## src/hdl/ptnm_pkg.sv

```systemverilog
// shared types, constants and codes for the palette tint nearest match block
// no dependencies
package ptnm_pkg;

    localparam int unsigned PALETTE_ENTRIES_DEF = 256;

    localparam int CH_W     = 16;
    localparam int IDX_W    = 8;
    localparam int PCT_W    = 11;
    localparam int DIST_W   = 32;
    localparam int ADDR_W   = 4;
    localparam int DATA_W   = 32;
    localparam int NUM_CH   = 3;
    localparam int COLOR_W  = NUM_CH * CH_W;

    // tint arithmetic: c * (100 + pct), then divide by 100 via reciprocal
    localparam int PROD_W      = CH_W + 1 + PCT_W + 1;
    localparam int PPOS_W      = 27;
    localparam int RECIP_W     = 26;
    localparam int RECIP_SHIFT = 32;
    localparam int QUO_W       = PPOS_W + RECIP_W - RECIP_SHIFT;

    localparam logic [RECIP_W-1:0]       DIV100_RECIP = 26'd42949673;
    localparam logic signed [PCT_W:0]    PCT_BASE     = 12'sd100;
    localparam logic [CH_W-1:0]          CH_MAX       = 16'hFFFF;
    localparam logic [DIST_W-1:0]        DIST_INIT    = 32'hFFFF_FFFF;
    localparam logic [DIST_W-1:0]        DIST_MAX     = 32'hC000_0000;
    localparam logic [IDX_W-1:0]         LAST_RESET   = 8'd255;

    typedef logic signed [PCT_W-1:0] t_pct;
    typedef logic [CH_W-1:0]         t_chan;

    typedef enum logic [1:0] {
        ACT_WRITE = 2'd0,
        ACT_MATCH = 2'd1,
        ACT_TINT  = 2'd2
    } t_action;

    typedef enum logic [1:0] {
        REG_LAST  = 2'd0,
        REG_RED   = 2'd1,
        REG_GREEN = 2'd2,
        REG_BLUE  = 2'd3
    } t_reg_idx;

    typedef enum logic [2:0] {
        S_IDLE,
        S_TINT_MUL,
        S_TINT_DIV,
        S_TINT_LOAD,
        S_SEARCH,
        S_DRAIN
    } t_state;

    typedef struct packed {
        logic mem_we;
        logic tint_read;
        logic tint_black;
        logic load_query;
        logic load_tint;
        logic issue;
        logic load_out;
    } t_ctrl_cmd;

    typedef struct packed {
        logic busy;
        logic out_free;
    } t_dp_status;

endpackage

```

## src/hdl/ptnm_cfg.sv

```systemverilog
// apb-style configuration registers: search bound and per-channel tint percents
// depends on ptnm_pkg
module ptnm_cfg import ptnm_pkg::*; (
    input  logic              i_clk,
    input  logic              i_rst_n,
    input  logic              psel,
    input  logic              penable,
    input  logic              pwrite,
    input  logic [ADDR_W-1:0] paddr,
    input  logic [DATA_W-1:0] pwdata,
    output logic [DATA_W-1:0] prdata,
    output logic              pready,
    output logic [IDX_W-1:0]  o_palette_last,
    output t_pct              o_pct_r,
    output t_pct              o_pct_g,
    output t_pct              o_pct_b
);

    logic [IDX_W-1:0] r_last;
    t_pct             r_pct_r;
    t_pct             r_pct_g;
    t_pct             r_pct_b;
    t_reg_idx         reg_idx;
    logic             wr;

    assign reg_idx = t_reg_idx'(paddr[ADDR_W-1:2]);
    assign wr      = psel && penable && pwrite;
    assign pready  = 1'b1;

    always_ff @(posedge i_clk) begin
        if (!i_rst_n) begin
            r_last  <= LAST_RESET;
            r_pct_r <= '0;
            r_pct_g <= '0;
            r_pct_b <= '0;
        end else if (wr) begin
            case (reg_idx)
                REG_LAST:  r_last  <= pwdata[IDX_W-1:0];
                REG_RED:   r_pct_r <= t_pct'(pwdata[PCT_W-1:0]);
                REG_GREEN: r_pct_g <= t_pct'(pwdata[PCT_W-1:0]);
                REG_BLUE:  r_pct_b <= t_pct'(pwdata[PCT_W-1:0]);
                default: begin
                end
            endcase
        end
    end

    always_comb begin
        case (reg_idx)
            REG_LAST:  prdata = DATA_W'(r_last);
            REG_RED:   prdata = DATA_W'(r_pct_r);
            REG_GREEN: prdata = DATA_W'(r_pct_g);
            REG_BLUE:  prdata = DATA_W'(r_pct_b);
            default:   prdata = '0;
        endcase
    end

    assign o_palette_last = r_last;
    assign o_pct_r        = r_pct_r;
    assign o_pct_g        = r_pct_g;
    assign o_pct_b        = r_pct_b;

endmodule

```

## config.mk

```make
export PLATFORM = sky130hd
export DESIGN_NAME = ptnm_cfg
export DESIGN_NICKNAME = d
export VERILOG_FILES = /design/src/hdl/ptnm_pkg.sv /design/src/hdl/ptnm_cfg.sv
export SDC_FILE = /design/constraint.sdc
export NUM_CORES = 1
export LEC_CHECK = 0
export BUFFER_PORTS_ARGS = -buffer_cell sky130_fd_sc_hd__buf_2
export CORE_MARGIN = 4
export CORE_UTILIZATION = 40
export DETAILED_ROUTE_END_ITERATION = 8
export PLACE_DENSITY = 0.84
export SETUP_SLACK_MARGIN = 0.4
export SKIP_CTS_REPAIR_TIMING = 1
export SYNTH_ARGS = -nofsm -noshare
export SYNTH_HDL_FRONTEND = slang
export SYNTH_SLANG_ARGS = --single-unit
```

## constraint.sdc

```tcl
create_clock -name i_clk -period 1.3 [get_ports i_clk]
set_clock_uncertainty 0.15 [all_clocks]
set_input_delay 0.13 -clock i_clk [delete_from_list [all_inputs] [get_ports i_clk]]
set_output_delay 0.13 -clock i_clk [all_outputs]
set_load 0.05 [all_outputs]
```

==> results by group <==
Yosys
  – Yosys warns: 0
  – Sequential-to-total area share from yosys stat: between 40% and 50%
  – EDFF count, synth: 0
  – Synth area leader: dfxtp_1
  – Synth area leaders: dfxtp_1, mux2i_1, buf_4
  – Synth top cells by count: nand2_1, dfxtp_1, mux2i_1, buf_4, nand3_1
  – Top-area cell type share of the netlist area: 40.1%
  – Post-Syn Nets: between 200 and 250
  – Post-Synth Adder-Cell Area: 0%
  – Mux contribution to synthesized area: 26.6%
  – Avg Cell Area, Syn: a little over 10 sq um
  – Most frequent cell after synthesis: nand2_1
  – Synth unique cells: 22
  – Ys async rst share: 0%
  – Synthesized area: 2040 sq um
  – Synthesized instance count: between 200 and 250
  – Yosys reg bits: 41
  – Primary FF master, synth: dfxtp_1
  – Xor-xnor portion of the synthesized cell area: 0%
  – Synth Area in Simple Gates: approximately 14%
  – Post-synthesis compound-gate area fraction: 4.22%
  – Largest family of logic cells by synthesized area: multiplexers

Power
  – LEAKAGE: 1.64 nW
  – Total power: approximately 2.7 mW
  – VDD IR-drop max: 0.724 mV
  – PwrDens: 732 nW/um^2

STA
  – Unrepaired setup endpoints after global routing: yes
  – Final Setup Violations: 32
  – Setup tns final: -11600 ps
  – Max-slew violations: 0
  – Hold_ws: -68.1 ps
  – Final setup margin: -409 ps
  – Final Hold Vio Count: 25
  – FMAX: about 0.6 GHz
  – Tcrit/Tclk final: 131%
  – Tmin final: ~1700 ps

Layout
  – Filler cells: just over 300
  – Final nets: 338
  – Area Growth Syn to Fin: 78.8%
  – Layout cells sized above 1: around two thirds
  – Diodes inserted: 0

Setup path
  – CP Class: flip-flop to primary output
  – Critical Path RT: 1020 ps
  – CP max FO: 6
  – CP Launch Type: flip-flop
  – WP data arrival: 1430 ps
  – Element type at the critical path end: primary output

Hold path
  – Hold Path Class: input port to flip-flop

Routing
  – DR vias: around 1900
  – Avg Vias per Cell: about 5
  – Antenna-violating nets left: 0
  – DRT iter0 DRCs: 72
  – Routed len/inst: a little under 20 um
  – Residual DRC: 0
  – TritonRoute pass-1 iters: 4
  – Final Routed Wirelength: between 7000 and 8000 um

Clocking
  – H-tree depth: 2
  – Clock transition at the registers of the reported paths: approximately 90 ps
  – Clock root cell: clkbuf_8
  – Clock sink total: between 40 and 50
  – CTS Buf Count: 5
  – Worst skew pair latency: 300 ps
  – CTS tree: yes
  – Clock Path Buffers: 2

Run
  – Max_cap viols: 0

Global routing
  – First-pass GRT wire length: 7980 um
  – Met3 usage: around 4.4%
  – Gr usage total: approximately 16%
  – GRT met1 Usage: 20.1%
  – Initial antenna violation count: 0
  – Grt total ovfl: 0
  – Vias in the first global route: roughly 1600
  – GR Util met2: 27.2%
  – Most Crowded Layer GR: met2
  – Largest net degree at the start of global routing: 27

Placement
  – DP HPWL: approximately 3900 um
  – Routability Congestion: slightly below 0.8
  – Port Buffers: 90

Floorplanning
  – I/O pins: 115
  – DIE AREA: between 6000 and 7000 sq um
  – Die Span X: a little under 80 um
  – DIE HEIGHT: a little under 80 um
  – Initial core utilization: between 40% and 50%
  – Core Rows: 25
  – Area of the core: 4850 sq um

Outcome
  – Status: finished, violations left
  – Failing checks: negative hold slack, negative setup slack
path summary, 6_finish.rpt:
| kind | start | endpoint | slack [ps] | cells after the start |
|---|---|---|---|---|
| hold reg to reg | o_pct_g[6] | o_pct_g[6] | 330 | 2 |
| setup reg to reg | o_pct_g[7] | o_pct_g[7] | 380 | 3 |
| setup / recovery | o_pct_g[10] | prdata[11] | -410 | 3 |
| hold / removal | pwdata[4] | o_palette_last[4] | -70 | 3 |
where the power goes:
group,switching (mW),leakage [nW],internal [mW]
logic,0.339,1.24,0.251
clock network,0.471,0.0450,0.373
registers,0.0205,0.354,1.22
routing by layer:
metal  wire length, um  vias up
met3               433       14
li1                  -      875
met4               189        0
met5                 0        -
met2              3850       68
met1              2640      917
sequential cells by signal (all words and copies together), names as in the netlist:
| name | count |
|---|---|
| o_pct_b | 11 |
| o_pct_r | 11 |
| o_palette_last | 8 |
| o_pct_g | 11 |
logic make-up (layout without fill, tap and decap cells):
group	count (synthesis)	count (layout)
AND/OR/NAND/NOR	60	61
multiplexers	44	44
buffers and inverters	44	137
other	1	1
AO/OA/AOI/OAI	11	14
flip-flops	41	41
cells in the final DEF, fill, tap and decap left out, types with 3 or more instances in the layout:
cell type / instances
o211ai_1: 8
dfxtp_2: 9
mux2i_1: 33
clkbuf_8: 5
buf_2: 15
a22o_4: 6
nand2_1: 44
mux4_2: 8
mux2_4: 3
buf_8: 46
buf_6: 45
buf_4: 10
inv_1: 8
dfxtp_4: 32
nand3_1: 8
buf_12: 4
area by class of cell:
| cell class | instances | area [sq um] | share of cell area, % |
|---|---|---|---|
| clock buffers | 6 | 72.6 | 1.99 |
| clock inverters | 2 | 10.0 | 0.274 |
| inverters | 8 | 30.0 | 0.822 |
| multi-input cells | 120 | 1050 | 28.8 |
| flip-flops and latches | 41 | 952 | 26.1 |
| well taps | 67 | 83.8 | 2.29 |
| repair buffers | 121 | 1450 | 39.7 |
through the flow:
step / hold slack, ps / cell area [sq um] / setup WS, ps / cells / utilization (%)
after floorplan: 141 / 2250 / -213 / 201 / -
after global placement: 247 / 2680 / -117 / 346 / 55.4
after detailed placement: 250 / 2680 / -129 / 346 / 55.4
after CTS: -62.6 / 2770 / -415 / 354 / 57.1
after global routing: -52.8 / 3650 / -445 / 365 / 75.4
final: -68.1 / 3650 / -409 / 365 / 75.4
worst max-delay path, stage by stage, from the launching register on:
cell     delay (ps)
dfxtp_4         350
mux2_4          310
a22o_4          280
buf_6           170
Note: power is estimated with default switching activity, not from simulation.
