$ cat src/hdl/ptnm_pkg.sv
// shared types, constants and codes for the palette tint nearest match block
// no dependencies
package ptnm_pkg;

    localparam int unsigned PALETTE_ENTRIES_DEF = 256;

    localparam int CH_W     = 16;
    localparam int IDX_W    = 8;
    localparam int PCT_W    = 11;
    localparam int DIST_W   = 32;
    localparam int ADDR_W   = 4;
    localparam int DATA_W   = 32;
    localparam int NUM_CH   = 3;
    localparam int COLOR_W  = NUM_CH * CH_W;

    // tint arithmetic: c * (100 + pct), then divide by 100 via reciprocal
    localparam int PROD_W      = CH_W + 1 + PCT_W + 1;
    localparam int PPOS_W      = 27;
    localparam int RECIP_W     = 26;
    localparam int RECIP_SHIFT = 32;
    localparam int QUO_W       = PPOS_W + RECIP_W - RECIP_SHIFT;

    localparam logic [RECIP_W-1:0]       DIV100_RECIP = 26'd42949673;
    localparam logic signed [PCT_W:0]    PCT_BASE     = 12'sd100;
    localparam logic [CH_W-1:0]          CH_MAX       = 16'hFFFF;
    localparam logic [DIST_W-1:0]        DIST_INIT    = 32'hFFFF_FFFF;
    localparam logic [DIST_W-1:0]        DIST_MAX     = 32'hC000_0000;
    localparam logic [IDX_W-1:0]         LAST_RESET   = 8'd255;

    typedef logic signed [PCT_W-1:0] t_pct;
    typedef logic [CH_W-1:0]         t_chan;

    typedef enum logic [1:0] {
        ACT_WRITE = 2'd0,
        ACT_MATCH = 2'd1,
        ACT_TINT  = 2'd2
    } t_action;

    typedef enum logic [1:0] {
        REG_LAST  = 2'd0,
        REG_RED   = 2'd1,
        REG_GREEN = 2'd2,
        REG_BLUE  = 2'd3
    } t_reg_idx;

    typedef enum logic [2:0] {
        S_IDLE,
        S_TINT_MUL,
        S_TINT_DIV,
        S_TINT_LOAD,
        S_SEARCH,
        S_DRAIN
    } t_state;

    typedef struct packed {
        logic mem_we;
        logic tint_read;
        logic tint_black;
        logic load_query;
        logic load_tint;
        logic issue;
        logic load_out;
    } t_ctrl_cmd;

    typedef struct packed {
        logic busy;
        logic out_free;
    } t_dp_status;

endpackage

$ cat src/hdl/ptnm_ctrl.sv
// controller: accepts transactions, sequences tint and the per-entry search, releases results
// depends on ptnm_pkg
module ptnm_ctrl import ptnm_pkg::*; #(
    parameter  int unsigned PALETTE_ENTRIES = PALETTE_ENTRIES_DEF,
    localparam int unsigned AW              = $clog2(PALETTE_ENTRIES)
) (
    input  logic             i_clk,
    input  logic             i_rst_n,
    input  logic             i_valid,
    output logic             o_stall,
    input  logic [1:0]       i_action,
    input  logic [IDX_W-1:0] i_entry_index,
    input  logic [IDX_W-1:0] i_palette_last,
    input  t_dp_status       i_status,
    output t_ctrl_cmd        o_cmd,
    output logic [AW-1:0]    o_search_addr
);

    t_state        r_state, n_state;
    logic [AW-1:0] r_addr, n_addr;
    logic [AW-1:0] last_sat;
    logic          idx_ok;

    assign idx_ok   = {1'b0, i_entry_index} < (IDX_W+1)'(PALETTE_ENTRIES);
    assign last_sat = ({1'b0, i_palette_last} >= (IDX_W+1)'(PALETTE_ENTRIES))
                      ? AW'(PALETTE_ENTRIES - 1) : i_palette_last[AW-1:0];

    always_ff @(posedge i_clk) begin
        if (!i_rst_n) begin
            r_state <= S_IDLE;
            r_addr  <= '0;
        end else begin
            r_state <= n_state;
            r_addr  <= n_addr;
        end
    end

    always_comb begin
        n_state = r_state;
        n_addr  = r_addr;
        o_cmd   = '0;
        o_stall = (r_state != S_IDLE);
        case (r_state)
            S_IDLE: begin
                n_addr = '0;
                if (i_valid) begin
                    case (t_action'(i_action))
                        ACT_WRITE: begin
                            o_cmd.mem_we = idx_ok;
                        end
                        ACT_MATCH: begin
                            o_cmd.load_query = 1'b1;
                            n_state          = S_SEARCH;
                        end
                        ACT_TINT: begin
                            o_cmd.tint_read  = 1'b1;
                            o_cmd.tint_black = !idx_ok;
                            n_state          = S_TINT_MUL;
                        end
                        default: begin
                        end
                    endcase
                end
            end
            S_TINT_MUL: begin
                n_state = S_TINT_DIV;
            end
            S_TINT_DIV: begin
                n_state = S_TINT_LOAD;
            end
            S_TINT_LOAD: begin
                o_cmd.load_tint = 1'b1;
                n_state         = S_SEARCH;
            end
            S_SEARCH: begin
                o_cmd.issue = 1'b1;
                if (r_addr == last_sat) begin
                    n_state = S_DRAIN;
                end else begin
                    n_addr = AW'(r_addr + 1'b1);
                end
            end
            S_DRAIN: begin
                if (!i_status.busy && i_status.out_free) begin
                    o_cmd.load_out = 1'b1;
                    n_state        = S_IDLE;
                end
            end
            default: begin
                n_state = S_IDLE;
            end
        endcase
    end

    assign o_search_addr = r_addr;

endmodule

$ cat config.mk
export PLATFORM = sky130hd
export DESIGN_NAME = ptnm_ctrl
export DESIGN_NICKNAME = d
export VERILOG_FILES = /design/src/hdl/ptnm_pkg.sv /design/src/hdl/ptnm_ctrl.sv
export SDC_FILE = /design/constraint.sdc
export NUM_CORES = 1
export LEC_CHECK = 0
export BUFFER_PORTS_ARGS = -buffer_cell sky130_fd_sc_hd__clkbuf_2
export CORE_ASPECT_RATIO = 0.8
export CORE_UTILIZATION = 45
export CTS_CLUSTER_DIAMETER = 30
export DETAILED_ROUTE_END_ITERATION = 8
export MAX_ROUTING_LAYER = met4
export PLACE_DENSITY = 0.8
export SYNTH_ARGS = -nofsm -noshare
export SYNTH_HDL_FRONTEND = slang
export SYNTH_SLANG_ARGS = --single-unit
$ cat constraint.sdc
create_clock -name i_clk -period 4.8 [get_ports i_clk]
set_input_delay 0.72 -clock i_clk [delete_from_list [all_inputs] [get_ports i_clk]]
set_output_delay 0.72 -clock i_clk [all_outputs]
set_load 0.02 [all_outputs]
==> flow_summary.yaml, run 1 <==
die:
  dieHeight_um: 39.7
  design.portCount: 39
  starting_density_pct: 48.7
  core_area_um2: 1640
  rows: 13
  die_area_um2: 1950
  die_width_um: 49.1
routing:
  drt-vias-per-instance: 5.56
  antenna_left: 0
  avgRoutedWirePerCell_um: 12.1
  remaining_drc_errors: 0
  route.vias.total: 857
  drtIter0Drc: 39
  firstDrtPassIters: 4
  drt-total-wl_um: 1860
setup_path:
  worstPathCellList: "or2_2, nor2_1, nand2_1, nor3_1, clkbuf_2"
  setup.worst_path.class: "flip-flop to primary output"
  r2r_setup_slack_ns: 2.84
  reg2reg_from: "o_search_addr[0]"
  critical_path_required_ns: 4.08
  critical_path.startpoint_type: "flip-flop"
  timing.critical_path.fanout_max: 9
  reg2reg_depth: 5
  timing.critical_path.to_type: "primary output"
  critPathSlowestCell: "sky130_fd_sc_hd__dfxtp_1"
  rr_endpoint: "o_search_addr[2]"
  cp.arrival_ns: 1.65
  critPathMaxStageDelay_ns: 0.39
yosys:
  synth-edff-count: 0
  yosys.cell_count.top_type: "sky130_fd_sc_hd__nand2_1"
  synth_top_family_by_area: "simple AND/OR/NAND/NOR gates"
  ys_async_sr_fraction_pct: 0
  ys_top_cells_by_area: "sky130_fd_sc_hd__dfxtp_1, sky130_fd_sc_hd__xor2_1, sky130_fd_sc_hd__nand2_1"
  yosys.area.top_type_share_pct: 27.5
  synth_compound_gate_area_share_pct: 21.4
  synth-seq-cells: 11
  synth_cell_type_count: 41
  postSynthCellCount: 104
  synth_top_cell_by_area: "sky130_fd_sc_hd__dfxtp_1"
  synthSimpleGateAreaFrac_pct: 32.1
  post_syn_area_per_cell_um2: 7.69
  seq_area_frac_synth_pct: 27.5
  synth_flop_cell: "sky130_fd_sc_hd__dfxtp_1"
  synth_mux_area_share_pct: 1.25
  mappedNetlistArea_um2: 800
  synth_adder_area_share_pct: 1.56
  synth_top_cells_by_count: "sky130_fd_sc_hd__nand2_1, sky130_fd_sc_hd__dfxtp_1, sky130_fd_sc_hd__nor2_1"
  synth.yosys.warnings: 0
  synthesized_area_fraction_occupied_by_xor_and_xnor_cells_pct: 11.0
  syn_nets: 128
place:
  dp_cells: 150
  dp_hpwl_um: 1440
  finalWeightedCongestion: 0.850
  io_buffer_count: 29
clock_tree:
  cts_htree_levels: 1
  cts_tree: "built"
  cts_made_buffers: 3
  clock_sinks: 11
  clock_latency_ns: 0.27
  clkTransAtPathRegs_ns: 0.07
  clock-root-buffer: "sky130_fd_sc_hd__clkbuf_4"
  cts-root-to-sink-buffers: 2
  cts_hold_buffers: 0
  postCtsSetupBuffers: 0
  post_cts_resized: 0
sta:
  rsz_0062_raised_after_global_routing: "no"
  timing.fmax_mhz: 422
  timing.max_slew.rel_slack_pct: 59.4
  clock-skew-final_ns: 0.000540
  timing.hold.ws_ns: 0.534
  final_max_slew_viol_count: 0
  timing.final.crit_period_ns: 2.37
  timing.final.hold_violations: 0
  fin_tns_setup_ns: 0
  setup-violations-final: 0
  worst-slew-pin-transition_ns: 0.604
  fin_crit_sh_pct: 49.4
cells_and_area:
  post_route_cells_drive_above_1_share_pct: 31.8
  diodes: 0
  post_layout_nonfiller_instances: 154
  final_core_util_pct: 59.4
  num-nets-final: 157
  flow.area_growth_from_synthesis_pct: 22.1
  layout.filler_cells: 153
status:
  status: "completed"
global_routing:
  grtUsageTotal_pct: 20.9
  grt_antenna_before_repair: 0
  global_route_wire_length_before_repair_um: 2870
  pin_count_of_the_biggest_net_entering_global_routing: 15
  gr-total-overflow: 0
  via_count_of_the_first_global_routing_pass: 642
pwr:
  clockPowerShare_pct: 28.7
  power_report.internal_total_mw: 0.149
  p_sw_mw: 0.0752
  largest_vdd_supply_drop_uv: 228
  power_per_cell_area_nw_per_um2: 230
  p_sw_share_pct: 33.5
  leakage_nw: 0.501
  power_frac_seq_pct: 46.1
  comb_power_share_pct: 25.2
worst_hold_path:
  worst_min_delay_path_category: "flip-flop to flip-flop"
  worst_hold_path_stage_count: 1
  worst_hold_path.endpoint: "o_search_addr[7]"
  hold_path_startpoint: "o_search_addr[7]"
run:
  maxCapViolCount: 0
==> area by class of cell <==
| class | instances | area (um2) | area share [%] |
|---|---|---|---|
| clock buffers | 4 | 26.3 | 2.69 |
| multi-input cells | 84 | 542 | 55.5 |
| repair buffers | 29 | 145 | 14.9 |
| inverters | 4 | 15.0 | 1.54 |
| flip-flops and latches | 11 | 220 | 22.6 |
| well taps | 22 | 27.5 | 2.82 |
==> power by group through the flow <==
| stage | registers (mW) | logic, mW | clock network (mW) |
|---|---|---|---|
| after floorplan | 0.100 | 0.0431 | 0 |
| after global placement | 0.105 | 0.0542 | 0 |
| after detailed placement | 0.105 | 0.0561 | 0 |
| after CTS | 0.103 | 0.0563 | 0.0652 |
| after global routing | 0.105 | 0.0625 | 0.0685 |
| final | 0.103 | 0.0564 | 0.0643 |
==> worst max-delay path, delay by kind of cell (launching register included) <==
kind                   cells  cell delay [ns]
buffers and inverters      1             0.20
DFF                        1             0.39
and+or+nand+nor            4             0.78
==> per-layer routing <==
metal	vias up	part of all wire (%)	GRT usage (%)
met1	398	44	26.0
met3	0	7.9	6.98
met2	35	48	34.2
met4	0	0	2.21
met5	-	0	-
li1	424	-	-
==> cells by family after synthesis <==
logic type	count (synthesis)
AOI/OAI and AO/OA	24
xor gates and xnor gates	10
adders and majority gates	1
buffers and inverters	9
DFF	11
muxes	1
other	1
and+or+nand+nor	47
==> state kept, by name, indices dropped and copies added, names as in the netlist <==
signal / count
o_search_addr: 8
r_state: 3
==> cell usage in the layout, fill, tap and decap left out, types with 2 or more instances in the layout <==
| master | netlist | final |
|---|---|---|
| sky130_fd_sc_hd__inv_1 | 4 | 4 |
| sky130_fd_sc_hd__nand4_1 | 2 | 2 |
| sky130_fd_sc_hd__a21oi_1 | 6 | 6 |
| sky130_fd_sc_hd__a31oi_1 | 3 | 3 |
| sky130_fd_sc_hd__dfxtp_1 | 11 | 11 |
| sky130_fd_sc_hd__a21o_1 | 2 | 2 |
| sky130_fd_sc_hd__clkbuf_4 | 0 | 3 |
| sky130_fd_sc_hd__nand3_1 | 2 | 2 |
| sky130_fd_sc_hd__nor2_1 | 10 | 10 |
| sky130_fd_sc_hd__clkbuf_2 | 0 | 29 |
| sky130_fd_sc_hd__nor4_2 | 2 | 2 |
| sky130_fd_sc_hd__nor3_1 | 4 | 4 |
| sky130_fd_sc_hd__xor2_1 | 9 | 9 |
| sky130_fd_sc_hd__o21ai_0 | 3 | 3 |
| sky130_fd_sc_hd__and3_2 | 2 | 2 |
| sky130_fd_sc_hd__and2_1 | 2 | 2 |
| sky130_fd_sc_hd__nand2_1 | 13 | 13 |
==> worst max path at each step <==
| stage | startpoint | to | slack [ns] | cells past startpoint |
|---|---|---|---|---|
| detailed placement | i_palette_last[2] | o_search_addr[2] | 2.50 | 6 |
| floorplan | i_status[1] | o_cmd[0] | 2.50 | 2 |
| global placement | i_palette_last[5] | o_search_addr[2] | 2.50 | 6 |
| global route | r_state[0] | o_cmd[6] | 2.31 | 5 |
| finish | r_state[0] | o_cmd[6] | 2.43 | 5 |
| CTS | r_state[0] | o_cmd[3] | 2.44 | 5 |
==> through the flow <==
stage,area (um2),worst slack [ns],power [mW]
after CTS,976,2.44,0.225
final,976,2.43,0.224
after floorplan,800,2.50,0.143
after detailed placement,950,2.50,0.161
after global routing,976,2.31,0.236
after global placement,950,2.50,0.160
(Power assumes the default switching activity.)
==> run 2, diff against run 1 <==
clock period = 2.2 ns   (was 4.8 ns; I/O delays follow)
==> flow_summary.yaml, run 2 (synthesized netlist as in run 1, its figures left out) <==
status:
  status: "completed"
global_routing:
  grt_antenna_before_repair: 0
  global_route_wire_length_before_repair_um: 3020
  gr-total-overflow: 0
  via_count_of_the_first_global_routing_pass: 736
  pin_count_of_the_biggest_net_entering_global_routing: 15
  grtUsageTotal_pct: 22.4
cells_and_area:
  layout.filler_cells: 149
  flow.area_growth_from_synthesis_pct: 24.9
  num-nets-final: 160
  sequential_cell_area_um2: 220
  multiInputGateArea_um2: 542
  post_route_cells_drive_above_1_share_pct: 33.3
  final_cell_area_um2: 998
  final_common_cell: "sky130_fd_sc_hd__clkbuf_2"
  number_of_flip_flops_in_the_largest_register: 8
  diodes: 0
  mostFrequentLayoutCells: "sky130_fd_sc_hd__clkbuf_2, sky130_fd_sc_hd__nand2_1, sky130_fd_sc_hd__dfxtp_1, sky130_fd_sc_hd__nor2_1, sky130_fd_sc_hd__xor2_1"
pwr:
  leakage_nw: 0.517
  finalPower_mw: 0.490
  power_per_cell_area_nw_per_um2: 490
  largest_vdd_supply_drop_uv: 406
place:
  finalWeightedCongestion: 0.818
  detailed_place.area_um2: 972
  post-place-ws_ns: 0.512
  io_buffer_count: 29
  dp_hpwl_um: 1490
worst_hold_path:
  worst_min_delay_path_category: "input pin to flip-flop"
setup_path:
  worstPathCellList: "or2_2, nor2_1, nand2_1, nor3_1, clkbuf_2"
  critical_path_required_ns: 1.87
  setup.worst_path.class: "flip-flop to primary output"
  timing.critical_path.fanout_max: 9
  critical_path.startpoint_type: "flip-flop"
  timing.critical_path.to_type: "primary output"
  cp.arrival_ns: 1.63
  critPathMaxStageDelay_ns: 0.39
  path_buf_inv: 1
  critPathSlowestCell: "sky130_fd_sc_hd__dfxtp_1"
  critical_path.top_delay_family: "simple AND/OR/NAND/NOR gates"
sta:
  setup-violations-final: 0
  timing.max_slew.rel_slack_pct: 67.3
  fin_crit_sh_pct: 89.2
  timing.final.hold_violations: 0
  rsz_0062_raised_after_global_routing: "no"
  post-route-worst-setup-slack_ns: 0.238
  fin_tns_setup_ns: 0
  worst-slew-pin-transition_ns: 0.479
  final_max_slew_viol_count: 0
  timing.fmax_mhz: 510
  clock-skew-final_ns: 0.00414
  timing.final.crit_period_ns: 1.96
die:
  die_area_um2: 1950
  core_area_um2: 1640
  die_width_um: 49.1
  rows: 13
  starting_density_pct: 48.7
  dieHeight_um: 39.7
  design.portCount: 39
clock_tree:
  cts_made_buffers: 3
  postCtsSetupBuffers: 0
  cts_htree_levels: 1
  cts_tree: "built"
  cts_hold_buffers: 0
  clkTransAtPathRegs_ns: 0.07
  clock-root-buffer: "sky130_fd_sc_hd__clkbuf_4"
  post_cts_resized: 0
  clock_latency_ns: 0.27
  cts-root-to-sink-buffers: 2
  clock_sinks: 11
routing:
  route.vias.total: 862
  drt-vias-per-instance: 5.49
  drt-total-wl_um: 1910
  avgRoutedWirePerCell_um: 12.2
  antenna_left: 0
  remaining_drc_errors: 0
  drtIter0Drc: 24
  firstDrtPassIters: 4
run:
  maxCapViolCount: 0
==> run 2: final timing paths <==
path,depth (start not counted),endpoint,slack [ns],start
worst min-delay path,2,o_search_addr[4],0.38,i_rst_n
worst max register to register,5,o_search_addr[2],0.50,o_search_addr[0]
worst min register to register,1,o_search_addr[7],0.53,o_search_addr[7]
worst max-delay path,5,o_cmd[6],0.24,r_state[0]
==> run 2: cell type report <==
cell class | instances | area share (%)
Clock buffer | 4 | 2.63
Inverter | 4 | 1.50
Multi-Input combinational cell | 84 | 54.3
Sequential cell | 11 | 22.1
Tap cell | 22 | 2.76
Timing Repair Buffer | 32 | 16.8
==> run 2: power by group <==
group	switching (mW)	total, mW	internal, mW
Combinational	0.0746	0.124	0.0498
Clock	0.0695	0.140	0.0703
Sequential	0.0191	0.226	0.206
Total	0.163	0.490	0.326
==> run 2: layer usage <==
layer / routed length, um / GRT usage (%)
met5: 0 / -
met4: 15 / 12.5
met3: 109 / 7.36
met2: 952 / 38.7
met1: 832 / 23.4
==> run 2: per-stage QoR <==
step	instances	util, %	hold WS [ns]
after CTS	157	60.8	0.375
after global placement	153	59.2	0.517
after floorplan	104	-	0.447
after global routing	157	60.8	0.386
after detailed placement	153	59.2	0.518
final	157	60.8	0.378
==> run 3, diff against run 2 <==
CELL_PAD_IN_SITES_DETAIL_PLACEMENT = 1   (was unset)
CELL_PAD_IN_SITES_GLOBAL_PLACEMENT = 1   (was unset)
CORE_UTILIZATION = 31   (was 45)
==> flow_summary.yaml, run 3 (synthesized netlist as in run 1, its figures left out) <==
routing:
  antenna_left: 0
  drtIter0Drc: 21
  route.vias.total: 898
  firstDrtPassIters: 6
  drt-vias-per-instance: 5.22
  avgRoutedWirePerCell_um: 14.3
  remaining_drc_errors: 2
  drt-total-wl_um: 2460
sta:
  fin_crit_sh_pct: 92.9
  timing.hold.ws_ns: 0.378
  fin_tns_setup_ns: 0
  final_max_slew_viol_count: 0
  setup-violations-final: 0
  timing.final.hold_violations: 0
  timing.max_slew.rel_slack_pct: 66.0
  clock-skew-final_ns: 0.000872
  rsz_0062_raised_after_global_routing: "no"
  timing.fmax_mhz: 489
  timing.final.crit_period_ns: 2.04
  worst-slew-pin-transition_ns: 0.497
cells_and_area:
  layout.filler_cells: 329
  flow.area_growth_from_synthesis_pct: 28.6
  final_core_util_pct: 42.1
  sequential_cell_area_um2: 220
  num-nets-final: 161
  post_layout_nonfiller_instances: 172
  final_common_cell: "sky130_fd_sc_hd__clkbuf_2"
  number_of_flip_flops_in_the_largest_register: 8
  mostFrequentLayoutCells: "sky130_fd_sc_hd__clkbuf_2, sky130_fd_sc_hd__nand2_1, sky130_fd_sc_hd__dfxtp_1, sky130_fd_sc_hd__nor2_1, sky130_fd_sc_hd__xor2_1"
  post_route_cells_drive_above_1_share_pct: 34.6
  diodes: 0
  multiInputGateArea_um2: 547
clock_tree:
  cts-root-to-sink-buffers: 2
  postCtsSetupBuffers: 0
  cts_made_buffers: 3
  clock_latency_ns: 0.27
  clock_sinks: 11
  clock-root-buffer: "sky130_fd_sc_hd__clkbuf_4"
  post_cts_resized: 0
  cts_hold_buffers: 0
  clkTransAtPathRegs_ns: 0.08
  cts_htree_levels: 1
  cts_tree: "built"
place:
  finalWeightedCongestion: 0.866
  dp_cells: 168
  io_buffer_count: 29
  dp_hpwl_um: 1900
global_routing:
  pin_count_of_the_biggest_net_entering_global_routing: 15
  grtUsageMet1_pct: 25.0
  global_route_wire_length_before_repair_um: 3690
  groute.layer.met2.usage_pct: 28.4
  grt-busiest-layer: "met2"
  via_count_of_the_first_global_routing_pass: 797
  grtUsageTotal_pct: 18.9
  grt.met3_usage_pct: 3.51
  gr-total-overflow: 0
  grt_antenna_before_repair: 0
setup_path:
  critical_path.startpoint_type: "flip-flop"
  critical_path_required_ns: 1.87
  cp-endpoint: "o_cmd[6]"
  setup.worst_path.class: "flip-flop to primary output"
  r2r_setup_slack_ns: 0.40
  rr_endpoint: "o_search_addr[2]"
  cp.arrival_ns: 1.71
  reg2reg_from: "o_search_addr[0]"
  timing.critical_path.fanout_max: 9
  timing.critical_path.to_type: "primary output"
  critPathLaunch: "r_state[1]"
  reg2reg_depth: 5
status:
  status: "finished with violations"
  violated_checks: "DRC"
die:
  die_area_um2: 2790
  dieHeight_um: 47.4
  core_area_um2: 2440
  starting_density_pct: 32.7
  design.portCount: 39
  rows: 16
  die_width_um: 58.8
pwr:
  largest_vdd_supply_drop_uv: 166
  finalPower_mw: 0.505
  leakage_nw: 0.524
  power_per_cell_area_nw_per_um2: 491
worst_hold_path:
  worst_min_delay_path_category: "input pin to flip-flop"
run:
  maxCapViolCount: 0
## run 3: changes by cell type in the layout (fill, tap and decap cells not counted), sizes merged
cell,before,now
buf,3,4
## run 3: worst min-delay path by stage
stage | startpoint | endpoint | slack (ns) | depth (start not counted)
final | i_rst_n | o_search_addr[4] | 0.38 | 2
after detailed placement | o_search_addr[7] | o_search_addr[7] | 0.54 | 1
after floorplan | i_rst_n | o_search_addr[4] | 0.45 | 1
after global placement | o_search_addr[7] | o_search_addr[7] | 0.52 | 1
after global routing | i_rst_n | o_search_addr[4] | 0.39 | 2
after CTS | i_rst_n | o_search_addr[4] | 0.38 | 2
## run 3: area by class of cell
type / instances / share of cell area, %
clock buffer: 4 / 2.55
inverter: 4 / 1.46
multi-input combinational: 84 / 53.2
sequential: 11 / 21.4
tap: 36 / 4.38
timing repair buffer: 33 / 17.0
## run 3: worst max-delay path, cell delays in order (launching register included)
cell	delay, ns
sky130_fd_sc_hd__dfxtp_1	0.41
sky130_fd_sc_hd__or2_2	0.39
sky130_fd_sc_hd__nor2_1	0.14
sky130_fd_sc_hd__nand2_1	0.12
sky130_fd_sc_hd__nor3_1	0.18
sky130_fd_sc_hd__clkbuf_2	0.20
## run 3: through the flow
stage | instance area [um2] | setup slack [ns]
2_1_floorplan | 800 | 0.318
3_3_place_gp | 997 | 0.448
3_5_place_dp | 997 | 0.421
4_1_cts | 1020 | 0.160
5_1_grt | 1030 | 0.0444
6_report | 1030 | 0.156
## run 3: where the power goes
group / total [mW] / switching, mW / internal, mW
Combinational: 0.130 / 0.0802 / 0.0500
Clock: 0.148 / 0.0775 / 0.0703
Sequential: 0.227 / 0.0208 / 0.206
Total: 0.505 / 0.178 / 0.327
## run 3: metal layers
layer,part of all wire [%],routed length (um)
met5,0,0
met4,0.37,9
met3,2.1,51
met1,47,1170
met2,50,1230
